File: src/idt_pkg.sv
package idt_pkg;

  // Default geometry of the indentation stack
  localparam int STACK_DEPTH_DEF = 16;
  localparam int COLUMN_BITS_DEF = 8;

  // Fixed field widths of the two channels
  localparam int LINE_KIND_W    = 2;
  localparam int LINE_INDENT_W  = 8;
  localparam int TOKEN_KIND_W   = 3;
  localparam int INDENT_WIDTH_W = 8;

  // Line kinds
  localparam logic [LINE_KIND_W-1:0] LK_CODE  = 2'd0;
  localparam logic [LINE_KIND_W-1:0] LK_BLANK = 2'd1;
  localparam logic [LINE_KIND_W-1:0] LK_CONT  = 2'd2;
  localparam logic [LINE_KIND_W-1:0] LK_END   = 2'd3;

  // Token kinds
  localparam logic [TOKEN_KIND_W-1:0] TK_INDENT    = 3'd0;
  localparam logic [TOKEN_KIND_W-1:0] TK_DEDENT    = 3'd1;
  localparam logic [TOKEN_KIND_W-1:0] TK_ENDMARKER = 3'd2;
  localparam logic [TOKEN_KIND_W-1:0] TK_MISMATCH  = 3'd3;
  localparam logic [TOKEN_KIND_W-1:0] TK_OVERFLOW  = 3'd4;

  // Commands from the controller to the datapath
  typedef struct packed {
    logic                    load;
    logic                    emit;
    logic [TOKEN_KIND_W-1:0] emit_kind;
    logic                    emit_last;
    logic                    push;
    logic                    pop;
    logic                    clear;
  } cmd_t;

  // Status from the datapath to the controller
  typedef struct packed {
    logic [LINE_KIND_W-1:0] kind;
    logic                   col_gt;
    logic                   col_lt;
    logic                   top_zero;
    logic                   top_one;
    logic                   top_full;
    logic                   pop_more;
    logic                   pop_match;
    logic                   out_free;
  } sts_t;

endpackage

File: src/idt_ctrl.sv
module idt_ctrl (
  input  logic          clk,
  input  logic          rst_n,
  input  logic          in_valid,
  output logic          in_stall,
  input  idt_pkg::sts_t sts,
  output idt_pkg::cmd_t cmd
);
  import idt_pkg::*;

  localparam logic [2:0] S_IDLE     = 3'd0;
  localparam logic [2:0] S_DECIDE   = 3'd1;
  localparam logic [2:0] S_DEDENT   = 3'd2;
  localparam logic [2:0] S_MISMATCH = 3'd3;
  localparam logic [2:0] S_END_DED  = 3'd4;
  localparam logic [2:0] S_ENDMARK  = 3'd5;

  logic [2:0] state_r;
  logic [2:0] state_nxt;

  assign in_stall = (state_r != S_IDLE);

  always_comb begin
    state_nxt     = state_r;
    cmd           = '0;
    cmd.emit_kind = TK_DEDENT;
    case (state_r)
      S_IDLE: begin
        if (in_valid) begin
          cmd.load  = 1'b1;
          state_nxt = S_DECIDE;
        end
      end
      S_DECIDE: begin
        case (sts.kind)
          LK_END: begin
            state_nxt = sts.top_zero ? S_ENDMARK : S_END_DED;
          end
          LK_CODE: begin
            if (sts.col_gt) begin
              if (sts.out_free) begin
                cmd.emit      = 1'b1;
                cmd.emit_last = 1'b1;
                cmd.emit_kind = sts.top_full ? TK_OVERFLOW : TK_INDENT;
                cmd.push      = !sts.top_full;
                state_nxt     = S_IDLE;
              end
            end else if (sts.col_lt) begin
              state_nxt = S_DEDENT;
            end else begin
              state_nxt = S_IDLE;
            end
          end
          default: state_nxt = S_IDLE;
        endcase
      end
      S_DEDENT: begin
        if (sts.out_free) begin
          cmd.emit      = 1'b1;
          cmd.pop       = 1'b1;
          cmd.emit_kind = TK_DEDENT;
          cmd.emit_last = !sts.pop_more && sts.pop_match;
          if (sts.pop_more) begin
            state_nxt = S_DEDENT;
          end else if (sts.pop_match) begin
            state_nxt = S_IDLE;
          end else begin
            state_nxt = S_MISMATCH;
          end
        end
      end
      S_MISMATCH: begin
        if (sts.out_free) begin
          cmd.emit      = 1'b1;
          cmd.emit_kind = TK_MISMATCH;
          cmd.emit_last = 1'b1;
          state_nxt     = S_IDLE;
        end
      end
      S_END_DED: begin
        if (sts.out_free) begin
          cmd.emit      = 1'b1;
          cmd.pop       = 1'b1;
          cmd.emit_kind = TK_DEDENT;
          if (sts.top_one) begin
            state_nxt = S_ENDMARK;
          end
        end
      end
      S_ENDMARK: begin
        if (sts.out_free) begin
          cmd.emit      = 1'b1;
          cmd.emit_kind = TK_ENDMARKER;
          cmd.emit_last = 1'b1;
          cmd.clear     = 1'b1;
          state_nxt     = S_IDLE;
        end
      end
      default: state_nxt = S_IDLE;
    endcase
  end

  always_ff @(posedge clk) begin
    if (!rst_n) begin
      state_r <= S_IDLE;
    end else begin
      state_r <= state_nxt;
    end
  end

endmodule

File: src/idt_datapath.sv
module idt_datapath #(
  parameter int STACK_DEPTH = idt_pkg::STACK_DEPTH_DEF,
  parameter int COLUMN_BITS = idt_pkg::COLUMN_BITS_DEF
) (
  input  logic                                clk,
  input  logic                                rst_n,
  input  logic [idt_pkg::LINE_KIND_W-1:0]     in_line_kind,
  input  logic [idt_pkg::LINE_INDENT_W-1:0]   in_line_indent,
  input  idt_pkg::cmd_t                       cmd,
  output idt_pkg::sts_t                       sts,
  output logic                                out_valid,
  input  logic                                out_stall,
  output logic [idt_pkg::TOKEN_KIND_W-1:0]    out_token_kind,
  output logic [idt_pkg::INDENT_WIDTH_W-1:0]  out_indent_width,
  output logic                                out_last
);
  import idt_pkg::*;

  localparam int IDX_W = $clog2(STACK_DEPTH);

  // Stack entries above the bottom; entry zero is never written or relied upon.
  logic [COLUMN_BITS-1:0] stack_mem [STACK_DEPTH];

  logic [IDX_W-1:0]       top_r, top_nxt;
  logic [COLUMN_BITS-1:0] top_col_r, top_col_nxt;
  logic [COLUMN_BITS-1:0] below_col_r;
  logic [COLUMN_BITS-1:0] col_r;
  logic [LINE_KIND_W-1:0] kind_r;
  logic [IDX_W-1:0]       rd_addr;
  logic [COLUMN_BITS-1:0] col_after_pop;

  logic                      out_valid_r;
  logic [TOKEN_KIND_W-1:0]   out_kind_r;
  logic [INDENT_WIDTH_W-1:0] out_width_r;
  logic                      out_last_r;

  // While popping, fetch two below the top so that the entry under the new
  // top is ready in the following cycle.
  assign rd_addr       = cmd.pop ? (top_r - IDX_W'(2)) : (top_r - IDX_W'(1));
  assign col_after_pop = sts.top_one ? '0 : below_col_r;

  always_comb begin
    sts           = '0;
    sts.kind      = kind_r;
    sts.col_gt    = col_r > top_col_r;
    sts.col_lt    = col_r < top_col_r;
    sts.top_zero  = (top_r == '0);
    sts.top_one   = (top_r == IDX_W'(1));
    sts.top_full  = (top_r == IDX_W'(STACK_DEPTH - 1));
    sts.pop_more  = !sts.top_one && (col_r < below_col_r);
    sts.pop_match = (col_r == col_after_pop);
    sts.out_free  = !out_valid_r || !out_stall;
  end

  always_comb begin
    top_nxt     = top_r;
    top_col_nxt = top_col_r;
    if (cmd.clear) begin
      top_nxt     = '0;
      top_col_nxt = '0;
    end else if (cmd.push) begin
      top_nxt     = top_r + IDX_W'(1);
      top_col_nxt = col_r;
    end else if (cmd.pop) begin
      top_nxt     = top_r - IDX_W'(1);
      top_col_nxt = col_after_pop;
    end
  end

  always_ff @(posedge clk) begin
    if (cmd.push) begin
      stack_mem[top_r + IDX_W'(1)] <= col_r;
    end
    below_col_r <= stack_mem[rd_addr];
  end

  always_ff @(posedge clk) begin
    if (cmd.load) begin
      kind_r <= in_line_kind;
      col_r  <= COLUMN_BITS'(in_line_indent);
    end
    if (cmd.emit) begin
      out_kind_r  <= cmd.emit_kind;
      out_width_r <= (cmd.emit_kind == TK_INDENT) ? INDENT_WIDTH_W'(col_r) : '0;
      out_last_r  <= cmd.emit_last;
    end
  end

  always_ff @(posedge clk) begin
    if (!rst_n) begin
      top_r       <= '0;
      top_col_r   <= '0;
      out_valid_r <= 1'b0;
    end else begin
      top_r     <= top_nxt;
      top_col_r <= top_col_nxt;
      if (cmd.emit) begin
        out_valid_r <= 1'b1;
      end else if (!out_stall) begin
        out_valid_r <= 1'b0;
      end
    end
  end

  assign out_valid        = out_valid_r;
  assign out_token_kind   = out_kind_r;
  assign out_indent_width = out_width_r;
  assign out_last         = out_last_r;

endmodule

File: src/indent_dedent_tracker_top.sv
// Indentation tracker: takes one logical-line descriptor per transaction and
// produces INDENT, DEDENT, ENDMARKER, dedent-mismatch and stack-overflow tokens,
// with out_last set on the final token of each line. One line is handled at a
// time: in_stall stays high until the line is done. The stack memory pops one
// level per cycle while the output is free, and a stalled output holds the pops
// back. STACK_DEPTH bounds the nesting (STACK_DEPTH - 1 levels above column
// zero); COLUMN_BITS sets the column width kept on the stack. No initialisation
// pass is needed after reset.
module indent_dedent_tracker_top #(
  parameter int STACK_DEPTH = idt_pkg::STACK_DEPTH_DEF,
  parameter int COLUMN_BITS = idt_pkg::COLUMN_BITS_DEF
) (
  input  logic                                clk,
  input  logic                                rst_n,
  input  logic                                in_valid,
  output logic                                in_stall,
  input  logic [idt_pkg::LINE_KIND_W-1:0]     in_line_kind,
  input  logic [idt_pkg::LINE_INDENT_W-1:0]   in_line_indent,
  output logic                                out_valid,
  input  logic                                out_stall,
  output logic [idt_pkg::TOKEN_KIND_W-1:0]    out_token_kind,
  output logic [idt_pkg::INDENT_WIDTH_W-1:0]  out_indent_width,
  output logic                                out_last
);
  import idt_pkg::*;

  cmd_t cmd;
  sts_t sts;

  idt_ctrl u_ctrl (
    .clk      (clk),
    .rst_n    (rst_n),
    .in_valid (in_valid),
    .in_stall (in_stall),
    .sts      (sts),
    .cmd      (cmd)
  );

  idt_datapath #(
    .STACK_DEPTH (STACK_DEPTH),
    .COLUMN_BITS (COLUMN_BITS)
  ) u_datapath (
    .clk              (clk),
    .rst_n            (rst_n),
    .in_line_kind     (in_line_kind),
    .in_line_indent   (in_line_indent),
    .cmd              (cmd),
    .sts              (sts),
    .out_valid        (out_valid),
    .out_stall        (out_stall),
    .out_token_kind   (out_token_kind),
    .out_indent_width (out_indent_width),
    .out_last         (out_last)
  );

endmodule

File: config.mk
export PLATFORM = sky130hd
export DESIGN_NAME = indent_dedent_tracker_top
export DESIGN_NICKNAME = d
export VERILOG_FILES = /design/src/idt_pkg.sv /design/src/idt_ctrl.sv /design/src/idt_datapath.sv /design/src/indent_dedent_tracker_top.sv
export SDC_FILE = /design/constraint.sdc
export NUM_CORES = 1
export LEC_CHECK = 0
export BUFFER_PORTS_ARGS = -buffer_cell sky130_fd_sc_hd__buf_2
export CORE_ASPECT_RATIO = 1.25
export CORE_MARGIN = 3
export CORE_UTILIZATION = 60
export CTS_BUF_LIST = sky130_fd_sc_hd__clkbuf_4 sky130_fd_sc_hd__clkbuf_8
export CTS_CLUSTER_SIZE = 14
export DETAILED_ROUTE_END_ITERATION = 7
export PLACE_DENSITY = 0.82
export SETUP_SLACK_MARGIN = 0.05
export SLEW_MARGIN = 20
export SYNTH_ARGS = -nofsm -noshare
export SYNTH_HDL_FRONTEND = slang
export SYNTH_HIERARCHICAL = 1
export SYNTH_SLANG_ARGS = --single-unit
File: constraint.sdc
create_clock -name clk -period 4.05 [get_ports clk]
set_input_delay 1.215 -clock clk [delete_from_list [all_inputs] [get_ports clk]]
set_output_delay 1.215 -clock clk [all_outputs]
set_load 0.01 [all_outputs]
==> run_results.csv <==
group,metric,value,unit
drt,drt-vias-per-instance,6.21,
drt,drtIter0Drc,278,
floorplanning,initial_core_util,61.5,%
power,sw_frac_of_total,33.4,%
synthesis,synth_top_area_share,52.8,%
floorplanning,core-area,0.0139,mm²
power,power.internal,0.00329,W
synthesis,synth_top_area_cell,"edfxtp_1",
global_routing,grt_pass1_vias,5460,
floorplanning,die_x,113,µm
clock_network,cts_max_path_buffers,2,
layout,final_common_cell,"edfxtp_1",
power,power_frac_comb,32.3,%
global_routing,grt_max_degree,40,
power,peakVddDrop,0.290,mV
power,power_frac_seq,45.4,%
global_routing,grt_pass1_wl,28.6,mm
global_routing,overflow,0,
synthesis,yosys_register_bits,174,
power,power,0.00494,W
clock_network,htreeDepth,4,
drt,vias,5093,
placement,portBuffers,27,
synthesis,synth_ff_type,"edfxtp_1",
layout,layout-drive-gt1-share,19.2,%
timing,timing.slew.headroom,41.7,%
clock_network,clkTransAtPathRegs,90,ps
layout,areaGrowthSynthToFinish,9.28,%
power,cellLeakagePower,3.31,nW
timing,layout_setup_ws,502,ps
floorplanning,die_h,139,µm
timing,rsz0062_at_grt,"no",
drt,drc,0,
placement,place_hpwl,12.2,mm
clock_network,clk_latency,450,ps
layout,nFillCells,863,
hold_path,worstHoldPathType,"flop to flop",
timing,worstMarginPinSlew,872,ps
clock_network,cts_buffers,17,
outcome,status,"completed",
placement,pre_cts_slack,429,ps
layout,final_cell_mix,"edfxtp_1, mux2i_1, nor2_1",
power,p_clk_share,22.3,%
drt,dr.pass1.iters,5,
layout,finalInstanceArea,0.00932,mm²
timing,fin_skew,12.4,ps
placement,place_inst,788,
synthesis,synth_warnings,6,
timing,final-hold-violation-count,0,
synthesis,synth_edf_count,150,
timing,period_share,87.6,%
global_routing,antenna_found_initial,0,
synthesis,synthCells,579,
critical_path,critPathCaptureType,"flop",
clock_network,post-cts-setup-buffers,0,
placement,gp_congestion,0.809,
critical_path,worstPathMaxFanout,12,
synthesis,synthArstFlopShare,0,%
timing,setup_tns,0,ps
power,power.switching,0.00165,W
layout,nets,675,
floorplanning,io_pins,28,
drt,routed_wl,17.9,mm
clock_network,root_buffer,"clkbuf_8",
placement,place_area,0.00894,mm²
synthesis,netlist_area,0.00853,mm²
flow_run,maxCapViolCount,0,
floorplanning,num_rows,48,
clock_network,cts.repair.resized,0,
synthesis,synthTopCellsByArea,"edfxtp_1, mux2i_1, dfxtp_1",
drt,drtAntennaViolNets,0,
synthesis,synth.distinct_cells,55,
synthesis,synthesis.nets,622,
power,powerDensity,530,mW/mm²
drt,wl_per_cell,21.8,µm
critical_path,reg2reg_slack,500,ps
critical_path,setup.worst_path.start_class,"flop",
timing,setup_viol,0,
timing,min_period,3550,ps
global_routing,track_usage,24.0,%
clock_network,cts_hold_buf,0,
floorplanning,fp.dieArea,0.0157,mm²
critical_path,cp_data_arrival_time,3630,ps
timing,fmax,0.282,GHz
critical_path,path_class,"flop to flop",
critical_path,cp.required,4130,ps
layout,antenna_cells,0,
timing,slew_violations,0,
layout,final_cells,820,
synthesis,synth.avg_cell_area,14.7,µm²
clock_network,cts_tree,"built",
synthesis,synth-seq-area-share,58.5,%
clock_network,clock-sinks,174,
[kinds of logic after synthesis]
| kind of cell | Yosys count | synth area share (%) |
|---|---|---|
| AO/OA/AOI/OAI | 64 | 5.18 |
| flip-flops | 174 | 58.5 |
| XOR/XNOR | 15 | 1.76 |
| multiplexers | 121 | 19.7 |
| AND/OR/NAND/NOR | 118 | 6.85 |
| adder cells (fa/ha/maj) | 29 | 4.26 |
| buffers and inverters | 58 | 3.79 |
[routing by layer]
| metal | track usage (%) | vias to the layer above | part of all wire, % |
|---|---|---|---|
| li1 | - | 2322 | - |
| met1 | 30.1 | 2519 | 41 |
| met2 | 40.8 | 203 | 51 |
| met3 | 4.96 | 49 | 5.2 |
| met4 | 9.68 | 0 | 3.2 |
| met5 | 0 | - | 0 |
[Yosys cell counts, types with 2 or more instances]
cell	n
mux2i_1	88
o32ai_1	4
buf_1	2
a21oi_1	12
nor2b_1	2
mux4_2	15
o21ai_1	7
xor2_1	3
clkbuf_1	4
mux4_1	17
xnor2_1	11
o21ai_0	7
dfxtp_1	24
nor3_1	5
nor2_1	42
o21a_1	2
edfxtp_1	150
nand2_1	36
nor3b_2	3
buf_2	5
nand4_1	4
ha_1	29
nand2b_1	3
a31oi_1	7
a21o_1	4
a211oi_1	4
o22ai_1	9
and2_1	8
buf_4	11
inv_1	29
nand3_1	5
buf_6	4
[power groups by stage]
stage | Combinational [W] | Sequential (W) | Clock, W
6_report | 0.00159 | 0.00224 | 0.00110
5_1_grt | 0.00174 | 0.00225 | 0.00119
4_1_cts | 0.00160 | 0.00223 | 0.00112
3_5_place_dp | 0.00160 | 0.00227 | 0
3_3_place_gp | 0.00154 | 0.00227 | 0
2_1_floorplan | 0.00126 | 0.00222 | 0
[registers in the layout (all words and copies together), names as in the netlist, 2 cells and up]
register and cells:
u_datapath/col_r 8, u_datapath/below_col_r 8, u_datapath/kind_r 2, u_datapath/out_indent_width 8
u_datapath/stack_mem 128, u_ctrl/state_r 3, u_datapath/top_col_r 8, u_datapath/out_token_kind 3
u_datapath/top_r 4
[critical path, cell delays in order (launching register included)]
cell	delay (ps)
edfxtp_1	410
ha_1	310
nand3_1	100
o221ai_1	200
a21oi_1	100
o21a_1	180
a31oi_1	360
nand4_1	310
nor2_1	160
buf_4	210
nand2_1	140
nor2_1	690
[layout make-up]
class / count / area [µm²] / share of cell area [%]
timing repair buffer: 62 / 398 / 4.27
multi-input combinational: 347 / 3230 / 34.7
clock inverter: 12 / 100 / 1.07
sequential: 174 / 4990 / 53.5
clock buffer: 20 / 269 / 2.89
inverter: 30 / 113 / 1.21
tap: 175 / 219 / 2.35
[final timing paths]
kind,start,end,cells past startpoint
worst max-delay path,u_datapath/col_r[2]$_DFFE_PP_,u_datapath/stack_mem[8][0]$_DFFE_PP_,11
worst min-delay path,u_datapath/out_valid$_SDFFE_PN0P_,u_datapath/out_valid$_SDFFE_PN0P_,2
worst max register to register,u_datapath/col_r[2]$_DFFE_PP_,u_datapath/stack_mem[8][0]$_DFFE_PP_,11
worst min register to register,u_datapath/out_valid$_SDFFE_PN0P_,u_datapath/out_valid$_SDFFE_PN0P_,2
[stage by stage]
| step | util (%) | hold WS (ps) |
|---|---|---|
| after floorplan | - | 546 |
| after global placement | 64.5 | 521 |
| after detailed placement | 64.5 | 546 |
| after CTS | 67.1 | 560 |
| after global routing | 67.2 | 597 |
| final | 67.2 | 568 |
Note: power is estimated with default switching activity, not from simulation.
